===== config.mk =====
export PLATFORM = sky130hd
export DESIGN_NAME = ir_hand_sensor_to_midi_notes
export DESIGN_NICKNAME = d
export VERILOG_FILES = /design/src/design/irmidi_pkg.sv /design/src/design/ir_hand_sensor_to_midi_notes.sv /design/src/design/irmidi_ctrl.sv /design/src/design/irmidi_dp.sv
export SDC_FILE = /design/constraint.sdc
export NUM_CORES = 1
export LEC_CHECK = 0
export BUFFER_PORTS_ARGS = -buffer_cell sky130_fd_sc_hd__buf_4
export CAP_MARGIN = 40
export CORE_ASPECT_RATIO = 1.1
export CORE_MARGIN = 2
export CORE_UTILIZATION = 51
export DETAILED_ROUTE_END_ITERATION = 8
export PLACE_DENSITY = 0.71
export SETUP_SLACK_MARGIN = 0.3
export SYNTH_ARGS = -nofsm -noshare
export SYNTH_HDL_FRONTEND = slang
export SYNTH_HIERARCHICAL = 1
export SYNTH_SLANG_ARGS = --single-unit

===== constraint.sdc =====
create_clock -name clk -period 8.61 [get_ports clk]
set_input_delay 0.861 -clock clk [delete_from_list [all_inputs] [get_ports clk]]
set_output_delay 0.861 -clock clk [all_outputs]
set_load 0.02 [all_outputs]

===== src/design/irmidi_pkg.sv =====
package irmidi_pkg;

	// Block dimensions.
	localparam int SENSORS = 1;
	localparam int WINDOW  = 7;
	localparam int MAX_CH  = 7;

	localparam int SAMPLE_W = 10;
	localparam int VEL_W    = 7;
	localparam int CH_W     = 3;
	localparam int POS_W    = $clog2(WINDOW);
	localparam int LVL_W    = 2;
	localparam int BYTE_W   = 8;
	localparam int CFG_IDX_W = 3;

	// Register reset values.
	localparam logic [SAMPLE_W-1:0] HAND_THRESHOLD_RST = 10'd190;
	localparam logic [SAMPLE_W-1:0] NEAR_BAND_LOW_RST  = 10'd220;
	localparam logic [SAMPLE_W-1:0] NEAR_BAND_HIGH_RST = 10'd300;
	localparam logic [SAMPLE_W-1:0] FAR_BAND_LOW_RST   = 10'd340;
	localparam logic [VEL_W-1:0]    NOTE_VELOCITY_RST  = 7'd64;
	localparam logic [SAMPLE_W-1:0] WINDOW_MIN_RST     = '1;

	localparam logic [BYTE_W-1:0] NOTE_ON_BASE = 8'h90;
	localparam logic [BYTE_W-1:0] NOTE_OFF_VEL = 8'h00;

	// Pitch levels.
	localparam logic [LVL_W-1:0] LVL_NONE = 2'd0;
	localparam logic [LVL_W-1:0] LVL_ONE  = 2'd1;
	localparam logic [LVL_W-1:0] LVL_TWO  = 2'd2;

	// Request kinds.
	localparam logic REQ_SAMPLE = 1'b0;
	localparam logic REQ_TICK   = 1'b1;

	typedef enum logic [CFG_IDX_W-1:0] {
		CFG_HAND_THRESHOLD = 3'd0,
		CFG_NEAR_BAND_LOW  = 3'd1,
		CFG_NEAR_BAND_HIGH = 3'd2,
		CFG_FAR_BAND_LOW   = 3'd3,
		CFG_NOTE_VELOCITY  = 3'd4
	} cfg_index_t;

	typedef enum logic [1:0] {
		MSG_STATUS   = 2'd0,
		MSG_NOTE     = 2'd1,
		MSG_VELOCITY = 2'd2
	} msg_byte_t;

	typedef enum logic [1:0] {
		ST_IDLE,
		ST_SAMPLE,
		ST_TICK,
		ST_EMIT
	} ctrl_state_t;

	typedef struct packed {
		logic                req_type;
		logic [SAMPLE_W-1:0] sample;
	} in_item_t;

	typedef struct packed {
		logic [BYTE_W-1:0] midi_byte;
		logic              last_byte;
	} out_item_t;

	typedef struct packed {
		logic capture;
		logic sample_update;
		logic tick_scan;
		logic emit_byte;
	} dp_cmd_t;

	typedef struct packed {
		logic mask_empty;
		logic slot_free;
	} dp_status_t;

	localparam logic [BYTE_W-1:0] NOTE_ROW_ONE [MAX_CH] = '{
		8'h48, 8'h4a, 8'h4c, 8'h4d, 8'h4f, 8'h51, 8'h53
	};
	localparam logic [BYTE_W-1:0] NOTE_ROW_TWO [MAX_CH] = '{
		8'h3c, 8'h3e, 8'h40, 8'h41, 8'h43, 8'h45, 8'h47
	};

	// Level one uses the upper row; any other level uses the lower row.
	function automatic logic [BYTE_W-1:0] note_lookup(input logic [LVL_W-1:0] level,
		input logic [CH_W-1:0] ch);
		logic [CH_W-1:0] idx;
		idx = (ch == CH_W'(MAX_CH)) ? '0 : ch;
		if (level == LVL_ONE) begin
			note_lookup = NOTE_ROW_ONE[idx];
		end else begin
			note_lookup = NOTE_ROW_TWO[idx];
		end
	endfunction

endpackage


===== src/design/ir_hand_sensor_to_midi_notes.sv =====
// Infrared hand sensor to MIDI note messages.
// Input channel (in_valid, in_stall, in_data): each transaction is either a converter
// sample for the current sensor channel or a timer tick. A transaction is taken when
// in_valid is high and in_stall is low. A sample occupies the block for a capture and then
// a window update; it yields no output. Every WINDOW samples close one window: the window
// minimum sets the channel's hand flag and pitch level, and the next channel is selected.
// A tick is captured and scanned, then three bytes (status, note, velocity) go out per
// channel whose hand flag changed with a nonzero level, one byte per cycle while the
// receiver takes them, and the sequencer then returns to idle. The single output
// register sets that byte rate.
// Output channel (out_valid, out_stall, out_data): midi_byte with last_byte high on the
// final byte of a tick's run. While out_stall is high the pending byte holds and the
// sequencer waits; a sample can still be taken while the final byte waits.
// Configuration port (cfg_valid, cfg_ready, cfg_index, cfg_data) is always ready; it is to
// be written only while the block is idle, which the block itself does not enforce. Reset
// clears the hand flags, levels, the window and out_valid, and restores the register defaults.
module ir_hand_sensor_to_midi_notes (
	input  logic                              clk,
	input  logic                              arst_n,
	input  logic                              in_valid,
	output logic                              in_stall,
	input  irmidi_pkg::in_item_t              in_data,
	output logic                              out_valid,
	input  logic                              out_stall,
	output irmidi_pkg::out_item_t             out_data,
	input  logic                              cfg_valid,
	output logic                              cfg_ready,
	input  logic [irmidi_pkg::CFG_IDX_W-1:0]  cfg_index,
	input  logic [irmidi_pkg::SAMPLE_W-1:0]   cfg_data
);

	irmidi_pkg::dp_cmd_t    cmd;
	irmidi_pkg::dp_status_t status;

	// Registers can be written at any cycle; the user only writes them while idle.
	assign cfg_ready = 1'b1;

	irmidi_ctrl u_ctrl (
		.clk      (clk),
		.arst_n   (arst_n),
		.in_valid (in_valid),
		.req_type (in_data.req_type),
		.in_stall (in_stall),
		.status   (status),
		.cmd      (cmd)
	);

	irmidi_dp u_dp (
		.clk       (clk),
		.arst_n    (arst_n),
		.in_data   (in_data),
		.cfg_valid (cfg_valid && cfg_ready),
		.cfg_index (cfg_index),
		.cfg_data  (cfg_data),
		.out_stall (out_stall),
		.out_valid (out_valid),
		.out_data  (out_data),
		.cmd       (cmd),
		.status    (status)
	);

`ifndef SYNTHESIS
	// A byte is never loaded over one the receiver has not yet taken.
	a_no_overwrite: assert property (@(posedge clk) disable iff (!arst_n)
		cmd.emit_byte |-> status.slot_free)
		else $error("output byte loaded while the pending byte is stalled");

	// Every captured transaction is processed in the following cycle.
	a_capture_then_work: assert property (@(posedge clk) disable iff (!arst_n)
		cmd.capture |=> (cmd.sample_update || cmd.tick_scan))
		else $error("captured transaction not processed");

	// A new byte appears only while the sequencer holds off the input channel.
	a_rose_while_busy: assert property (@(posedge clk) disable iff (!arst_n)
		$rose(out_valid) |-> in_stall)
		else $error("output byte appeared while the input channel was open");
`endif

endmodule


===== src/design/irmidi_ctrl.sv =====
module irmidi_ctrl (
	input  logic                   clk,
	input  logic                   arst_n,
	input  logic                   in_valid,
	input  logic                   req_type,
	output logic                   in_stall,
	input  irmidi_pkg::dp_status_t status,
	output irmidi_pkg::dp_cmd_t    cmd
);

	irmidi_pkg::ctrl_state_t state_q, state_nxt;

	always_ff @(posedge clk or negedge arst_n) begin
		if (!arst_n) begin
			state_q <= irmidi_pkg::ST_IDLE;
		end else begin
			state_q <= state_nxt;
		end
	end

	always_comb begin
		state_nxt = state_q;
		case (state_q)
			irmidi_pkg::ST_IDLE: begin
				if (in_valid) begin
					state_nxt = (req_type == irmidi_pkg::REQ_TICK) ?
						irmidi_pkg::ST_TICK : irmidi_pkg::ST_SAMPLE;
				end
			end
			irmidi_pkg::ST_SAMPLE: begin
				state_nxt = irmidi_pkg::ST_IDLE;
			end
			irmidi_pkg::ST_TICK: begin
				state_nxt = irmidi_pkg::ST_EMIT;
			end
			irmidi_pkg::ST_EMIT: begin
				if (status.mask_empty) begin
					state_nxt = irmidi_pkg::ST_IDLE;
				end
			end
			default: begin
				state_nxt = irmidi_pkg::ST_IDLE;
			end
		endcase
	end

	always_comb begin
		cmd      = '0;
		in_stall = 1'b1;
		case (state_q)
			irmidi_pkg::ST_IDLE: begin
				in_stall    = 1'b0;
				cmd.capture = in_valid;
			end
			irmidi_pkg::ST_SAMPLE: begin
				cmd.sample_update = 1'b1;
			end
			irmidi_pkg::ST_TICK: begin
				cmd.tick_scan = 1'b1;
			end
			irmidi_pkg::ST_EMIT: begin
				cmd.emit_byte = !status.mask_empty && status.slot_free;
			end
			default: begin
				in_stall = 1'b1;
			end
		endcase
	end

endmodule


===== src/design/irmidi_dp.sv =====
module irmidi_dp (
	input  logic                                 clk,
	input  logic                                 arst_n,
	input  irmidi_pkg::in_item_t                 in_data,
	input  logic                                 cfg_valid,
	input  logic [irmidi_pkg::CFG_IDX_W-1:0]     cfg_index,
	input  logic [irmidi_pkg::SAMPLE_W-1:0]      cfg_data,
	input  logic                                 out_stall,
	output logic                                 out_valid,
	output irmidi_pkg::out_item_t                out_data,
	input  irmidi_pkg::dp_cmd_t                  cmd,
	output irmidi_pkg::dp_status_t               status
);

	// Configuration registers.
	logic [irmidi_pkg::SAMPLE_W-1:0] hand_thr_q, near_low_q, near_high_q, far_low_q;
	logic [irmidi_pkg::VEL_W-1:0]    velocity_q;

	// Sample window state.
	logic [irmidi_pkg::SAMPLE_W-1:0] sample_q;
	logic [irmidi_pkg::SAMPLE_W-1:0] win_min_q;
	logic [irmidi_pkg::POS_W-1:0]    pos_q;
	logic [irmidi_pkg::CH_W-1:0]     ch_q;

	// Per-channel state.
	logic [irmidi_pkg::MAX_CH-1:0]   hand_q;
	logic [irmidi_pkg::MAX_CH-1:0]   before_q;
	logic [irmidi_pkg::LVL_W-1:0]    level_q [irmidi_pkg::MAX_CH];

	// Snapshot taken on a tick for the message run.
	logic [irmidi_pkg::MAX_CH-1:0]   mask_q;
	logic [irmidi_pkg::MAX_CH-1:0]   dir_on_q;
	logic [irmidi_pkg::LVL_W-1:0]    lvl_snap_q [irmidi_pkg::MAX_CH];
	irmidi_pkg::msg_byte_t           msg_q;

	logic                            out_valid_q;
	irmidi_pkg::out_item_t           out_data_q;

	logic [irmidi_pkg::SAMPLE_W-1:0] new_min;
	logic                            window_end;
	logic                            level_one_hit;
	logic                            level_two_hit;
	logic [irmidi_pkg::MAX_CH-1:0]   tick_mask;
	logic [irmidi_pkg::CH_W-1:0]     ch_e;
	logic [irmidi_pkg::MAX_CH-1:0]   mask_rest;
	logic [irmidi_pkg::BYTE_W-1:0]   byte_nxt;

	always_comb begin
		new_min = win_min_q;
		if (pos_q < irmidi_pkg::POS_W'(irmidi_pkg::WINDOW - 1) && sample_q < win_min_q) begin
			new_min = sample_q;
		end
		window_end    = (pos_q == irmidi_pkg::POS_W'(irmidi_pkg::WINDOW - 2));
		level_one_hit = (new_min > near_low_q) && (new_min < near_high_q);
		level_two_hit = (new_min > far_low_q);
	end

	// A channel takes part in the run when its hand flag changed and it has a level.
	always_comb begin
		tick_mask = '0;
		for (int i = 0; i < irmidi_pkg::SENSORS; i++) begin
			tick_mask[i] = (hand_q[i] ^ before_q[i]) && (level_q[i] != irmidi_pkg::LVL_NONE);
		end
	end

	always_comb begin
		ch_e = '0;
		for (int i = irmidi_pkg::MAX_CH - 1; i >= 0; i--) begin
			if (mask_q[i]) begin
				ch_e = irmidi_pkg::CH_W'(i);
			end
		end
		mask_rest = mask_q & ~(irmidi_pkg::MAX_CH'(1) << ch_e);
	end

	always_comb begin
		case (msg_q)
			irmidi_pkg::MSG_STATUS: begin
				byte_nxt = irmidi_pkg::NOTE_ON_BASE + {5'd0, ch_e};
			end
			irmidi_pkg::MSG_NOTE: begin
				byte_nxt = irmidi_pkg::note_lookup(lvl_snap_q[ch_e], ch_e);
			end
			irmidi_pkg::MSG_VELOCITY: begin
				byte_nxt = dir_on_q[ch_e] ? {1'b0, velocity_q} : irmidi_pkg::NOTE_OFF_VEL;
			end
			default: begin
				byte_nxt = irmidi_pkg::NOTE_OFF_VEL;
			end
		endcase
	end

	always_ff @(posedge clk or negedge arst_n) begin
		if (!arst_n) begin
			hand_thr_q  <= irmidi_pkg::HAND_THRESHOLD_RST;
			near_low_q  <= irmidi_pkg::NEAR_BAND_LOW_RST;
			near_high_q <= irmidi_pkg::NEAR_BAND_HIGH_RST;
			far_low_q   <= irmidi_pkg::FAR_BAND_LOW_RST;
			velocity_q  <= irmidi_pkg::NOTE_VELOCITY_RST;
		end else if (cfg_valid) begin
			case (irmidi_pkg::cfg_index_t'(cfg_index))
				irmidi_pkg::CFG_HAND_THRESHOLD: hand_thr_q  <= cfg_data;
				irmidi_pkg::CFG_NEAR_BAND_LOW:  near_low_q  <= cfg_data;
				irmidi_pkg::CFG_NEAR_BAND_HIGH: near_high_q <= cfg_data;
				irmidi_pkg::CFG_FAR_BAND_LOW:   far_low_q   <= cfg_data;
				irmidi_pkg::CFG_NOTE_VELOCITY:  velocity_q  <= cfg_data[irmidi_pkg::VEL_W-1:0];
				default: begin
				end
			endcase
		end
	end

	always_ff @(posedge clk or negedge arst_n) begin
		if (!arst_n) begin
			win_min_q <= irmidi_pkg::WINDOW_MIN_RST;
			pos_q     <= '0;
			ch_q      <= '0;
			hand_q    <= '0;
			before_q  <= '0;
			for (int i = 0; i < irmidi_pkg::MAX_CH; i++) begin
				level_q[i] <= irmidi_pkg::LVL_NONE;
			end
		end else begin
			if (cmd.sample_update) begin
				pos_q <= (pos_q == irmidi_pkg::POS_W'(irmidi_pkg::WINDOW - 1)) ?
					'0 : pos_q + irmidi_pkg::POS_W'(1);
				if (window_end) begin
					hand_q[ch_q] <= (new_min > hand_thr_q);
					if (level_one_hit) begin
						level_q[ch_q] <= irmidi_pkg::LVL_ONE;
					end else if (level_two_hit) begin
						level_q[ch_q] <= irmidi_pkg::LVL_TWO;
					end
					win_min_q <= irmidi_pkg::WINDOW_MIN_RST;
					ch_q <= (ch_q == irmidi_pkg::CH_W'(irmidi_pkg::SENSORS - 1)) ?
						'0 : ch_q + irmidi_pkg::CH_W'(1);
				end else begin
					win_min_q <= new_min;
				end
			end
			if (cmd.tick_scan) begin
				for (int i = 0; i < irmidi_pkg::SENSORS; i++) begin
					before_q[i] <= hand_q[i];
					if (!hand_q[i] && before_q[i]) begin
						level_q[i] <= irmidi_pkg::LVL_NONE;
					end
				end
			end
		end
	end

	// Message run sequencing and the output register.
	always_ff @(posedge clk or negedge arst_n) begin
		if (!arst_n) begin
			mask_q      <= '0;
			msg_q       <= irmidi_pkg::MSG_STATUS;
			out_valid_q <= 1'b0;
		end else begin
			if (cmd.tick_scan) begin
				mask_q <= tick_mask;
				msg_q  <= irmidi_pkg::MSG_STATUS;
			end else if (cmd.emit_byte) begin
				case (msg_q)
					irmidi_pkg::MSG_STATUS:   msg_q <= irmidi_pkg::MSG_NOTE;
					irmidi_pkg::MSG_NOTE:     msg_q <= irmidi_pkg::MSG_VELOCITY;
					default: begin
						msg_q  <= irmidi_pkg::MSG_STATUS;
						mask_q <= mask_rest;
					end
				endcase
			end
			if (cmd.emit_byte) begin
				out_valid_q <= 1'b1;
			end else if (!out_stall) begin
				out_valid_q <= 1'b0;
			end
		end
	end

	always_ff @(posedge clk) begin
		if (cmd.capture) begin
			sample_q <= in_data.sample;
		end
		if (cmd.tick_scan) begin
			dir_on_q <= hand_q;
			for (int i = 0; i < irmidi_pkg::MAX_CH; i++) begin
				lvl_snap_q[i] <= level_q[i];
			end
		end
		if (cmd.emit_byte) begin
			out_data_q.midi_byte <= byte_nxt;
			out_data_q.last_byte <= (msg_q == irmidi_pkg::MSG_VELOCITY) && (mask_rest == '0);
		end
	end

	assign status.mask_empty = (mask_q == '0);
	assign status.slot_free  = !out_valid_q || !out_stall;
	assign out_valid         = out_valid_q;
	assign out_data          = out_data_q;

endmodule

==> impl_results.md, run 1 <==
* Status: finished clean
* First-pass GRT wire length at ~25,000 um
* Ys async rst share at 70.8%
* Post-synth top area share at about a quarter
* Crit path capture type: flip-flop
* Leakage power at 3.60 nW
* Worst-path clk slew at roughly 0.06 ns
* Via-per-instance ratio at between 5 and 6
* Final ANT Viol Nets at 0
* Net switching power at about 900 uW
* Slew @ Worst Pin at 0.899 ns
* Max_slew headroom at about two fifths
* Ys flop type: dfrtp_1
* Clk root buf: clkbuf_16
* MaxCap Viol Count at 0
* Hold Path Class: input port to asynchronous set/reset pin
* Fin crit share at between 50% and 60%
* Post-CTS resize count at 0
* DRT iter0 DRCs at 376
* CTS Hold Buffers Added at 0
* Drt wl/cell at about 17 um
* DP HPWL at between 10,000 and 15,000 um
* Synthesized area at approximately 7000 um^2
* Die X at approximately 120 um
* Clk Latency, worst-skew pair at approximately 0.42 ns
* Share of layout cells above drive strength 1 at between 20% and 30%
* Largest net degree at the start of global routing at 54
* Area contributors post-synth: dfrtp_1 (24%), edfxtp_1 (17%), dfstp_2 (11%)
* CTS sink cnt at approximately 140
* CP startpoint kind: flip-flop
* IO Port Bufs at 39
* Row Count at 44
* Required time worst endpoint at ~9 ns
* #FFs+latches synth at approximately 140
* Placer Congestion at ~0.93
* Post-synth EDFFs at 40
* Longest Clk Path Bufs at 2
* Fin nets at 772
* Post-synth top cells: inv_1 (70), dfrtp_1 (67), nand2_1 (54)
* Total GRT Usage at ~22%
* IO Count at just over 40
* Syn nets at ~730
* Diodes inserted at 0
* Fin Clk Skew at about 0.0069 ns
* Mean post-synth cell area at between 10 and 15 um^2
* Initial antenna violation count at 0
* Final Hold Vio Count at 0
* Number of global-route vias before repair at between 4,000 and 5,000
* Setup bufs post-CTS at 0
* Internal power at roughly 1.7 mW
* CTS Buf Count at 17
* DRC viols at 0
* Area Growth Syn to Fin at 15.5%
* Fmax at 0.228 GHz
* Sw frac at 34.4%
* Total Wirelength at 15,100 um
* Fill cells at between 1,000 and 1,500
* Remaining global-route overflow at 0
* RSZ-0062 raised after global routing: no
* Setup_tns at 0 ns
* Clk network pwr share at about 30%
* Die footprint at 14,700 um^2
* Power per cell area at 317 nW/um^2
* Slew Limit Fails at 0
* Mapped Cells at approximately 650
* CORE AREA at ~13,000 um^2
* Most common cell in the synthesized netlist: inv_1
* Setup-failing EPs final at 0
* Critical path class: flip-flop to flip-flop
* CTS tree: yes
* Final min period at 4.39 ns
* First drt pass iteration count at 5
* Routed vias at a little over 5,000
* Reg power frac at 35.9%
* Initial Utilization at 52.7%
* Comb pwr share at about a third
* Register area share after synthesis at a little over half
* Hold Slack at approximately 0.44 ns
* Synth unique cells at 72
* Max H-tree Level at 4
* CP arrival at around 4.7 ns
* Crit path max fanout at 11
* Die Height at 127 um
* Cell taking the most area after synthesis: dfrtp_1
* Post-layout util at 60.8%
* Yosys warns at 6
* Max VDD drop at 0.000218 V
-- flip-flops by register name (all words and copies together), names as in the netlist --
| register | count |
|---|---|
| u_dp/before_q | 1 |
| u_ctrl/state_q | 2 |
| u_dp/dir_on_q | 7 |
| u_dp/msg_q | 2 |
| u_dp/velocity_q | 7 |
| u_dp/lvl_snap_q | 14 |
| u_dp/near_high_q | 10 |
| u_dp/pos_q | 3 |
| u_dp/win_min_q | 10 |
| u_dp/out_data | 9 |
| u_dp/near_low_q | 10 |
| u_dp/mask_q | 7 |
| u_dp/sample_q | 10 |
| u_dp/level_q | 14 |
| u_dp/hand_q | 7 |
| u_dp/hand_thr_q | 10 |
| u_dp/out_valid | 1 |
| u_dp/ch_q | 3 |
| u_dp/far_low_q | 10 |
-- area by class of cell --
class                      count  area, um^2  share of cell area, %
sequential                   137        3670                   45.2
multi-input combinational    420        2980                   36.8
clock buffer                  18         429                   5.29
timing repair buffer          46         343                   4.23
inverter                      70         263                   3.24
tap                          184         230                   2.84
clock inverter                14         195                   2.41
-- critical path: stages (launching register included) --
cell and delay (ns):
dfstp_2 0.54, inv_1 0.05, ha_1 0.28, a21oi_1 0.14, a2bb2oi_1 0.17, o311ai_0 0.15, a21oi_1 0.17, buf_4 0.24
mux2i_1 0.36, inv_1 0.18, ha_1 0.32, nand4_1 0.09, nor2_1 0.05, a2111oi_0 0.40, o211ai_1 0.15, a31oi_1 0.25
o21ai_0 0.26, buf_2 0.24, o22a_1 0.22
-- through the flow --
| step | cells | setup WS (ns) | power [mW] | cell area (um^2) |
|---|---|---|---|---|
| 6_report | 889 | 4.22 | 2.57 | 8110 |
| 5_1_grt | 889 | 3.79 | 2.75 | 8110 |
| 4_1_cts | 889 | 4.21 | 2.59 | 8110 |
| 3_5_place_dp | 857 | 4.24 | 1.80 | 7480 |
| 3_3_place_gp | 856 | 4.25 | 1.77 | 7480 |
| 2_1_floorplan | 652 | 4.76 | 1.55 | 7020 |
-- kinds of logic after synthesis --
group                    after synthesis  synth area share (%)
AO/OA/AOI/OAI                        147                  13.5
other                                  1                0.0534
buffers and inverters                 95                  5.56
AND/OR/NAND/NOR                      175                  12.4
adder cells (fa/ha/maj)               51                  9.09
flip-flops                           137                  52.2
multiplexers                          46                  7.11
-- final timing paths --
| kind | startpoint | slack [ns] | end | cells after the start |
|---|---|---|---|---|
| min in group clk | u_dp/level_q[0] | 0.44 | u_dp/lvl_snap_q[6][0] | 0 |
| max reg2reg | u_dp/win_min_q[3] | 4.22 | u_dp/level_q[5] | 18 |
| min reg2reg | u_dp/level_q[0] | 0.44 | u_dp/lvl_snap_q[6][0] | 0 |
| min | arst_n | 0.44 | u_dp/far_low_q[7] | 1 |
| max in group asynchronous | arst_n | 7.06 | u_dp/mask_q[2] | 2 |
| max | u_dp/win_min_q[3] | 4.22 | u_dp/level_q[5] | 18 |
-- cells in the final DEF, fill, tap and decap left out, drive strengths merged, types with 6 or more instances in the layout --
master  Yosys  final
inv        70     73
dfrtp      67     67
nand2      54     54
o21ai      51     51
ha         51     51
nor2       47     47
buf        10     46
edfxtp     40     40
a21oi      37     37
mux2       31     31
dfstp      30     30
clkbuf     15     18
mux2i      15     15
nand2b     12     12
nand3      11     11
nor3       11     11
a21o        8      8
o22a        6      6
nor2b       6      6
-- layer usage --
| layer | part of all wire [%] | global-route usage (%) | vias up |
|---|---|---|---|
| met2 | 48 | 35.0 | 157 |
| met5 | 0 | 0 | - |
| met4 | 1.7 | 6.58 | 0 |
| met3 | 5.0 | 5.22 | 29 |
| met1 | 45 | 30.4 | 2479 |
| li1 | - | - | 2393 |
-- power by group through the flow --
stage	combinational [mW]	sequential (mW)	clock (mW)
floorplan	0.644	0.903	0
global placement	0.841	0.926	0
finish	0.883	0.923	0.767
global route	0.998	0.939	0.815
detailed placement	0.873	0.931	0
CTS	0.884	0.922	0.780
Power figures use the tool's default switching activity.
==> inputs of run 2 (changes only) <==
- PLACE_DENSITY: 0.71 -> 0.73
- clock period: 8.61 -> 3.8 ns (I/O delays scaled with it)
==> run 2 against run 1 <==
- non-clock buffer count rose by 57
- setup slack got worse by 4.2 ns
- clock skew about the same
- sequential share of layout area shrank 4.5 points
- combinational power increased to 3.9 times the previous value
- first-iteration DRC count up 14%
- largest power group is now combinational cells
- final cell count increased by 6.4%
- sequential cell count did not move
- count of clock-buffer cells in the layout up 1
- critical path type unchanged
- fmax grew 15%
- the run now ends with setup timing left
- hold slack lost 0.30 ns
==> impl_results.md, run 2 (same netlist as run 1, synthesis figures left out) <==
* Met1 usage at approximately a third
* CTS sink cnt at 137
* CORE AREA at approximately 13,000 um^2
* Fill cells at ~950
* Fin worst setup slack at -0.0129 ns
* Leakage power at approximately 3.8 nW
* Die Height at ~130 um
* Max_slew headroom at between 40 and 50%
* RSZ-0062 raised after global routing: yes
* Largest registers: u_dp/level_q: 14 flops, u_dp/lvl_snap_q: 14 flops
* Number of buffers and inverters on the critical path at 6
* Largest net degree at the start of global routing at 42
* Required time worst endpoint at between 4 and 5 ns
* Slew Limit Fails at 0
* Initial Utilization at 52.7%
* Share of layout cells above drive strength 1 at 35.8%
* Longest Clk Path Bufs at 2
* Setup-failing EPs final at 1
* Flop2flop setup slack at -0.01 ns
* Total Wirelength at 17,300 um
* Failing checks: setup timing
* First drt pass iteration count at 5
* Max H-tree Level at 4
* CTS tree: yes
* CP startpoint kind: flip-flop
* Fin nets at roughly 830
* Delay-heaviest family, CP: compound AO/OA/AOI/OAI gates
* Most frequent cells in the layout: buf_4 (91), dfrtp_1 (67), inv_1 (60)
* DRC viols at 0
* MaxCap Viol Count at 0
* Hold Path Class: input port to flip-flop
* Area Growth Syn to Fin at 28.2%
* Die footprint at roughly 15,000 um^2
* Row Count at between 40 and 50
* Critical path class: flip-flop to flip-flop
* Power consumption at roughly 7 mW
* Initial antenna violation count at 0
* Fmax at between 0.2 and 0.3 GHz
* CP cell instances: inv_2 -> ha_4 -> a21oi_2 -> a2bb2oi_2 -> o311ai_1 -> a21oi_1 -> buf_4 -> buf_8 -> mux2i_4 -> inv_2 -> buf_6 -> ha_4 -> and3_4 -> a221o_1 -> nand2_1 -> a31o_4 -> nor4_4 -> buf_4 -> nand2b_4 -> a21boi_2
* Setup_tns at -0.0129 ns
* IO Count at slightly above 40
* Final Hold Vio Count at 0
* Clk Latency, worst-skew pair at roughly 0.42 ns
* Via-per-instance ratio at between 5 and 6
* Busiest grt layer: met2
* Max incr delay on CP at 0.54 ns
* Final ANT Viol Nets at 0
* Remaining global-route overflow at 0
* Most common cell after layout, fill and taps aside: buf_4
* M2 GR Usage at around 43%
* First-pass GRT wire length at 28,500 um
* DRT iter0 DRCs at 430
* Fin crit share at 100%
* Total GRT Usage at 25.5%
* Die X at 116 um
* Number of global-route vias before repair at ~5,600
* Fin Clk Skew at 0.00654 ns
* Placer Congestion at 0.914
* Status: complete, but fails checks
* DP HPWL at 11,500 um
* Power per cell area at about 800 nW/um^2
* Worst-path clk slew at 0.06 ns
* Drt wl/cell at roughly 18 um
* Diodes inserted at 0
* Final min period at ~3.8 ns
* CP arrival at just over 4 ns
* Setup WS pre-CTS at -0.291 ns
* Critical-path top delay cell: dfstp_2
* Max VDD drop at 0.000451 V
* Slew @ Worst Pin at roughly 0.88 ns
* Routed vias at roughly 5,400
* Clk root buf: clkbuf_16
* Crit path capture type: flip-flop
* Met3 Use GR at 5.79%
* CTS Buf Count at 17
* Crit path max fanout at 4
* IO Port Bufs at 39
run 2: through the flow:
step | utilization (%) | cell area [um^2] | instances | hold slack, ns
final | 67.6 | 9000 | 946 | 0.130
after global routing | 67.6 | 9000 | 946 | 0.120
after CTS | 67.2 | 8950 | 945 | 0.118
after detailed placement | 58.2 | 7750 | 889 | 0.412
after global placement | 58.2 | 7750 | 889 | 0.410
after floorplan | - | 7060 | 652 | 0.0844
run 2: what timing repair did:
action                                  CTS  global route
pin swaps                                32             7
endpoints found under the hold margin    27             0
buffers inserted                         21             1
hold buffers                              1             0
gates resized for setup                  93             6
endpoints found under the setup margin   21            21
gates cloned                              2             0
run 2: cell type report:
cell class	instances	area, um^2	area share, %
multi-input cells	420	3490	38.7
repair buffers	103	818	9.09
clock inverters	13	80.1	0.890
flip-flops and latches	137	3670	40.7
inverters	70	268	2.97
well taps	184	230	2.56
clock buffers	19	453	5.03
run 2: where the power goes:
group	total, mW	internal, mW	switching [mW]
Combinational	3.43	1.70	1.72
Clock	1.47	0.855	0.614
Sequential	2.11	1.91	0.193
run 2: per-layer routing:
layer | up-vias | wire [um]
met4 | 0 | 580
met3 | 53 | 673
met2 | 160 | 8710
met1 | 2646 | 7320
li1 | 2509 | -
met5 | - | 0
run 2: worst paths after layout:
check | startpoint | to | cells past startpoint
worst max register to register | u_dp/win_min_q[3] | u_dp/level_q[12] | 20
worst min-delay path | in_data[0] | u_dp/sample_q[0] | 1
max in group asynchronous | arst_n | u_dp/near_high_q[8] | 3
worst min register to register | u_dp/hand_q[5] | u_dp/dir_on_q[5] | 0
worst max-delay path | u_dp/win_min_q[3] | u_dp/level_q[12] | 20
min in group asynchronous | arst_n | u_ctrl/state_q[0] | 2
==> inputs of run 3 (changes only) <==
- PLACE_DENSITY: 0.73 -> 0.71
==> run 3 against run 2 <==
- the run ends with hold timing, setup timing left
- final cell count down 0.32%
- wire length fell by 1.1%
- sequential share of layout area decreased by 0.95 points
- sequential cell count did not move
- die area unchanged
- utilization grew 1.6 points
- via count decreased by 0.28%
- critical path type unchanged
- critical endpoint is now u_dp/level_q[1]
- highest routed layer unchanged
==> impl_results.md, run 3 (same netlist as run 1, synthesis figures left out) <==
* Drt wl/cell at about 18 um
* Clk network pwr share at between 20% and 30%
* Comb pwr share at 48.4%
* Worst R2R Path Depth at 19
* Multi-input gate area at approximately 3600 um^2
* Slew @ Worst Pin at 0.935 ns
* CTS sink cnt at between 100 and 150
* Remaining global-route overflow at 0
* First-pass GRT wire length at around 27,000 um
* Fin Clk Skew at roughly 0.0058 ns
* Setup_tns at -2.36 ns
* Reg power frac at between 20 and 30%
* Slew Limit Fails at 0
* Via-per-instance ratio at about 5.7
* CP startpoint kind: flip-flop
* Fill cells at between 900 and 1,000
* CP cell instances: inv_2 -> ha_4 -> a21oi_4 -> a2bb2oi_4 -> o311ai_4 -> a21oi_2 -> buf_6 -> buf_12 -> mux2i_4 -> inv_4 -> ha_4 -> nand4_1 -> nor2_2 -> a2111oi_4 -> o211ai_1 -> a31oi_2 -> o21ai_2 -> buf_6 -> o22a_1
* Row Count at 44
* Final ANT Viol Nets at 0
* Max VDD drop at roughly 0.00055 V
* First drt pass iteration count at 5
* Clk Latency, worst-skew pair at 0.42 ns
* Critical-path top delay cell: dfstp_2
* Final min period at about 4 ns
* Max_slew headroom at a little under two fifths
* Longest Clk Path Bufs at 2
* Setup-failing EPs final at 14
* DRC viols at 0
* Fin crit share at 107%
* Crit path capture type: flip-flop
* Initial Utilization at a little over half
* Fin worst setup slack at -0.250 ns
* Most frequent cells in the layout: buf_4 (89), dfrtp_1 (67), inv_1 (59)
* Max incr delay on CP at roughly 0.54 ns
* DP HPWL at 11,200 um
* Die Height at 127 um
* MaxCap Viol Count at 0
* Sw frac at a little over a third
* Failing checks: hold timing, setup timing
* CP arrival at approximately 4.4 ns
* Diodes inserted at 0
* Placer Congestion at between 0.8 and 0.9
* Crit path depth at 19
* Number of buffers and inverters on the critical path at 5
* Most common cell after layout, fill and taps aside: buf_4
* Leakage power at just under 4 nW
* Total Wirelength at around 17,000 um
* Worst-path clk slew at 0.06 ns
* IO Count at 41
* Critical path class: flip-flop to flip-flop
* Hold Slack at -0.0142 ns
* Initial antenna violation count at 0
* Area Growth Syn to Fin at 31.3%
* Required time worst endpoint at about 4.1 ns
* Routed vias at 5,353
* Register Area at around 3700 um^2
* Die X at 116 um
* Final Hold Vio Count at 2
* RSZ-0062 raised after global routing: yes
* DRT iter0 DRCs at between 300 and 400
* Power per cell area at between 800 and 900 nW/um^2
* Crit path max fanout at 6
* CORE AREA at roughly 13,000 um^2
* CTS tree: yes
* Net switching power at around 2.7 mW
* Hold Path Class: input port to asynchronous set/reset pin
* Status: complete, but fails checks
* Number of global-route vias before repair at around 5,400
* Delay-heaviest family, CP: compound AO/OA/AOI/OAI gates
* Clk root buf: clkbuf_16
* CTS Hold Buffers Added at 0
* Fin nets at between 800 and 900
* Largest registers: u_dp/level_q: 14 flops, u_dp/lvl_snap_q: 14 flops
* Total GRT Usage at 23.8%
* Share of layout cells above drive strength 1 at between 30% and 40%
* IO Port Bufs at 39
* Max H-tree Level at 4
* Largest net degree at the start of global routing at between 50 and 60
* Die footprint at 14,700 um^2
* Fmax at about 0.25 GHz
* Internal power at a little under 5 mW
* CTS Buf Count at 17
==> run 3: path summary, 6_finish.rpt <==
kind,startpoint,endpoint,slack [ns]
worst max-delay path,u_dp/win_min_q[3],u_dp/level_q[1],-0.25
worst min-delay path,arst_n,u_dp/near_high_q[7],-0.01
worst max register to register,u_dp/win_min_q[3],u_dp/level_q[1],-0.25
worst min register to register,u_dp/hand_q[3],u_dp/dir_on_q[3],0.46
max in group asynchronous,arst_n,u_dp/far_low_q[4],2.99
min in group clk,in_data[2],u_dp/sample_q[2],0.13
==> run 3: repair_timing <==
action	4_1_cts	5_1_grt
pin swaps	17	21
resized for setup	54	59
endpoints found under the setup margin	21	21
cloned	1	0
setup buffers	11	13
==> run 3: worst register-to-register path, cell delays in order (launching register included) <==
cell and delay [ns]:
dfstp_2 0.54, inv_2 0.04, ha_4 0.22, a21oi_4 0.19
a2bb2oi_4 0.20, o311ai_4 0.12, a21oi_2 0.16, buf_6 0.19
buf_12 0.15, mux2i_4 0.27, inv_4 0.08, ha_4 0.22
nand4_1 0.15, nor2_2 0.08, a2111oi_4 0.36, o211ai_1 0.18
a31oi_2 0.26, o21ai_2 0.15, buf_6 0.16, o22a_1 0.21
==> run 3: power by group through the flow <==
| stage | clock (mW) | sequential (mW) | combinational [mW] |
|---|---|---|---|
| 2_1_floorplan | 0 | 2.05 | 1.50 |
| 3_3_place_gp | 0 | 2.10 | 2.26 |
| 3_5_place_dp | 0 | 2.11 | 2.38 |
| 4_1_cts | 1.80 | 2.10 | 2.94 |
| 5_1_grt | 1.87 | 2.15 | 3.93 |
| 6_report | 1.78 | 2.11 | 3.65 |
==> run 3: area by class of cell <==
| class | count | share of cell area [%] |
|---|---|---|
| clock buffers | 17 | 4.62 |
| clock inverters | 15 | 2.31 |
| inverters | 70 | 2.93 |
| multi-input cells | 420 | 39.0 |
| flip-flops and latches | 137 | 39.8 |
| well taps | 184 | 2.50 |
| repair buffers | 100 | 8.82 |
==> run 3: stage by stage <==
step,area (um^2),std cells,setup slack (ns),utilization [%],power [mW]
floorplan,7060,652,0.182,-,3.55
global placement,7750,885,-0.0535,58.2,4.36
detailed placement,7760,886,-0.318,58.3,4.48
CTS,8810,930,-0.0583,66.1,6.84
global route,9220,943,-0.322,69.2,7.94
finish,9220,943,-0.250,69.2,7.54
==> run 3: layer usage <==
layer | GRT usage (%) | part of all wire (%) | vias up
li1 | - | - | 2500
met5 | 0 | 0 | -
met1 | 29.9 | 42 | 2626
met2 | 39.7 | 50 | 182
met4 | 10.3 | 3.1 | 0
met3 | 5.03 | 4.9 | 45
